--- src/hdl/iol_pkg.sv ---
// Shared types and constants for the indexed ordered list.
package iol_pkg;

  // Width of positions and counts inside the cell row; covers a list of up to 2047 entries.
  localparam int unsigned CNT_W = 11;

  typedef enum logic [2:0] {
    OP_GET    = 3'd0,
    OP_INSERT = 3'd1,
    OP_APPEND = 3'd2,
    OP_DELETE = 3'd3,
    OP_CLEAR  = 3'd4
  } op_e;

  typedef enum logic [1:0] {
    ST_OK    = 2'd0,
    ST_RANGE = 2'd1,
    ST_FULL  = 2'd2
  } status_e;

  typedef struct packed {
    logic [2:0]         op;
    logic [5:0]         position;
    logic signed [31:0] item_value;
  } req_t;

  typedef struct packed {
    logic [1:0]         status;
    logic signed [31:0] read_value;
    logic [6:0]         length;
  } rsp_t;

  // Broadcast to every cell of the row.
  typedef struct packed {
    logic               ins;
    logic               app;
    logic               del;
    logic [CNT_W-1:0]   pos;
    logic [CNT_W-1:0]   held;
    logic signed [31:0] value;
  } cell_cmd_t;

endpackage

--- src/hdl/iol_cell.sv ---
// One list entry: holds a value and shifts with its neighbors on insert or delete.
module iol_cell #(
  parameter int unsigned IDX = 0
) (
  input  logic                     clk_i,
  input  iol_pkg::cell_cmd_t       cmd_i,
  input  logic signed [31:0]       left_i,
  input  logic signed [31:0]       right_i,
  output logic signed [31:0]       value_o,
  output logic signed [31:0]       hit_o
);

  localparam logic [iol_pkg::CNT_W-1:0] MyIdx = iol_pkg::CNT_W'(IDX);

  logic signed [31:0] value_d, value_q;
  logic signed [31:0] hit_d, hit_q;

  always_comb begin
    value_d = value_q;
    if (cmd_i.ins) begin
      if (MyIdx == cmd_i.pos) begin
        value_d = cmd_i.value;
      end else if (MyIdx > cmd_i.pos) begin
        value_d = left_i;
      end
    end else if (cmd_i.app) begin
      if (MyIdx == cmd_i.held) begin
        value_d = cmd_i.value;
      end
    end else if (cmd_i.del) begin
      if (MyIdx >= cmd_i.pos) begin
        value_d = right_i;
      end
    end
    // masked read: only the addressed cell contributes to the OR
    hit_d = (MyIdx == cmd_i.pos) ? value_q : '0;
  end

  always_ff @(posedge clk_i) begin
    value_q <= value_d;
    hit_q   <= hit_d;
  end

  assign value_o = value_q;
  assign hit_o   = hit_q;

endmodule
--- config.mk ---
export PLATFORM = sky130hd
export DESIGN_NAME = iol_cell
export DESIGN_NICKNAME = d
export VERILOG_FILES = /design/src/hdl/iol_pkg.sv /design/src/hdl/iol_cell.sv
export SDC_FILE = /design/constraint.sdc
export NUM_CORES = 1
export LEC_CHECK = 0
export BUFFER_PORTS_ARGS = -buffer_cell sky130_fd_sc_hd__buf_2
export CORE_UTILIZATION = 44
export CTS_CLUSTER_SIZE = 25
export DETAILED_ROUTE_END_ITERATION = 8
export GPL_ROUTABILITY_DRIVEN = 1
export HOLD_SLACK_MARGIN = 0.06
export PLACE_DENSITY = 0.89
export SYNTH_ARGS = -nofsm -noshare
export SYNTH_HDL_FRONTEND = slang
export SYNTH_SLANG_ARGS = --single-unit
--- constraint.sdc ---
create_clock -name clk_i -period 3.4 [get_ports clk_i]
set_clock_uncertainty 0.1 [all_clocks]
set_input_delay 0.34 -clock clk_i [delete_from_list [all_inputs] [get_ports clk_i]]
set_output_delay 0.34 -clock clk_i [all_outputs]
set_load 0.1 [all_outputs]
==> impl_metrics.py <==
metrics = {
    "outcome": {
        "outcome": "completed",
    },
    "timing": {
        "rsz0062_at_grt": "no",
        "holdWs_ps": 289,
        "finalCriticalPeriod_ps": 2200,
        "setup_violations": 0,
        "worstMarginPinSlew_ps": 616,
        "hold_viol_final": 0,
        "min_period_over_period_pct": 64.8,
        "max_slew_margin_pct": 58.9,
        "fmax_ghz": 0.454,
        "tns_ps": 0,
        "final_max_slew_viol_count": 0,
        "setup_ws_ps": 1200,
    },
    "place": {
        "globalplace.congestion": 0.882,
        "preCtsSetupSlack_ps": 881,
        "dpl.cell_count": 561,
        "numPortBuffers": 185,
        "placed_cell_area_um2": 4120,
        "dpl.hpwl_um": 7000,
    },
    "clock_network": {
        "cts_tree": "built",
        "htreeDepth": 3,
        "clk_pin_slew_ps": 70,
        "cts_root_buf": "clkbuf_8",
        "cts_setup_buffers": 0,
        "clkSinkCount": 64,
        "cts_max_path_buffers": 2,
        "ctsResizeCount": 0,
        "holdBufCountCts": 0,
        "clk-insertion-delay-late_ps": 330,
        "numCtsBuffers": 9,
    },
    "floorplanning": {
        "initial_core_util_pct": 46.0,
        "dieWidth_um": 86.7,
        "ios": 186,
        "rows": 30,
        "core_area_um2": 6870,
        "dieHeight_um": 86.7,
        "dieArea_um2": 7520,
    },
    "worst_setup_path": {
        "cp-endpoint": "value_o[25]$_DFFE_PP_",
        "path_max_fanout": 34,
        "reg2regPathDepth": 1,
        "cp.required_ps": 3280,
        "crit_path_start": "cmd_i[55]",
        "arrival_ps": 2080,
        "critPathCaptureType": "flip-flop",
        "start_kind": "input pin",
        "crit_type": "in2reg",
        "worstReg2RegEnd": "hit_o[30]$_SDFF_PN0_",
        "regToRegStartpoint": "value_o[30]$_DFFE_PP_",
        "r2r_slack_ps": 2610,
    },
    "logic_synthesis": {
        "async_flop_share_pct": 0,
        "syn_area_um2": 3160,
        "ys_warn_count": 0,
        "synth_edf_count": 32,
        "syn_inst": 307,
        "ys.flop_type": "edfxtp_1",
        "syn_avg_cell_area_um2": 10.3,
        "synth_seq_cells": 64,
        "yosys.area.top_type": "edfxtp_1",
        "yosysSeqAreaShare_pct": 50.7,
        "yosys.cell_types.count": 20,
        "synth.top_cell.area_share_pct": 30.4,
        "yosysMostFrequentCell": "and2_1",
        "syn_nets": 429,
        "yosys-top-cells-area": "edfxtp_1, dfxtp_1, and2_1",
    },
    "cells_and_area": {
        "fin_util_pct": 62.7,
        "diodes": 0,
        "layout.nets": 598,
        "instances_no_fill": 577,
        "design_area_um2": 4310,
        "nFillCells": 584,
        "area_growth_syn_to_layout_pct": 36.4,
        "drive_above_1_share_pct": 44.3,
    },
    "global_route": {
        "grt_usage_pct": 25.9,
        "grt_pass1_vias": 3130,
        "grt_pass1_wl_um": 14700,
        "antenna_found_initial": 0,
        "grt_max_degree": 66,
        "gr-total-overflow": 0,
    },
    "route": {
        "firstDrtPassIters": 4,
        "avgViaCountPerCell": 5.81,
        "finalWirelength_um": 9960,
        "routedWlPerCell_um": 17.3,
        "drtIter0Drc": 199,
        "vias": 3350,
        "antenna_left": 0,
        "drc": 0,
    },
    "power": {
        "power_mw": 1.63,
        "power.density_nw_per_um2": 378,
        "irDropWorstVdd_mv": 0.216,
        "p_leak_nw": 1.82,
    },
    "worst_hold_path": {
        "hp-class": "in2reg",
    },
    "job": {
        "drv_cap": 0,
    },
}
-- metal layers --
metal	routed length [µm]	up-vias	GRT usage [%]	share of wire, %
li1	-	1545	-	-
met1	3800	1536	31.0	38
met2	5070	236	45.1	51
met3	817	33	5.05	8.2
met4	271	0	11.5	2.7
met5	0	-	0	0
-- kinds of logic (layout without fill, tap and decap cells) --
kind of cell / Yosys count / count (layout) / share of synthesized area (%)
compound gates: 98 / 98 / 22.1
buf+inv: 38 / 212 / 5.67
flops: 64 / 64 / 50.7
simple gates: 107 / 107 / 21.5
-- worst max-delay path, stage by stage --
cell,delay (ps)
buf_2,410
clkinv_1,120
buf_4,280
nor4_1,320
a32o_1,210
buf_4,370
-- power breakdown --
part	internal (mW)	leakage [nW]	switching, mW
clock	0.335	0.0937	0.271
combinational	0.0940	1.17	0.114
sequential	0.813	0.551	0.000137
total	1.24	1.82	0.385
-- registers in the layout (all words and copies together), names as in the netlist --
name / cells
value_o: 32
hit_o: 32
-- how the worst min path moves through the flow --
stage                                      from                    end  depth (start not counted)
final                                right_i[6]   value_o[6]$_DFFE_PP_                          3
after global routing                 right_i[6]   value_o[6]$_DFFE_PP_                          3
after CTS                            right_i[6]   value_o[6]$_DFFE_PP_                          3
after detailed placement  value_o[31]$_DFFE_PP_   hit_o[31]$_SDFF_PN0_                          1
after global placement    value_o[18]$_DFFE_PP_   hit_o[18]$_SDFF_PN0_                          1
after floorplan                     right_i[30]  value_o[30]$_DFFE_PP_                          2
-- cell type report --
cell class | instances | area (µm²) | area share (%)
flip-flops and latches | 64 | 1600 | 37.2
multi-input cells | 205 | 1400 | 32.4
repair buffers | 195 | 1000 | 23.2
clock buffers | 10 | 128 | 2.96
well taps | 96 | 120 | 2.79
clock inverters | 6 | 60.1 | 1.39
inverters | 1 | 3.75 | 0.0871
-- layout by cell type (no fill, tap or decap) --
master	instances
or3_1	1
nand4_1	32
nor4_1	2
or4_1	3
a31oi_1	32
nor2_1	1
buf_4	10
and2_1	64
bufinv_16	1
buf_2	185
dfxtp_1	32
edfxtp_1	32
clkinvlp_4	1
nor4_2	2
clkbuf_8	9
a211oi_1	32
a32o_1	1
nor3_2	1
clkinv_4	1
a21o_1	1
nor3_4	1
clkinv_2	2
clkinv_1	2
clkbuf_1	1
o31ai_1	32
(Power assumes the default switching activity.)
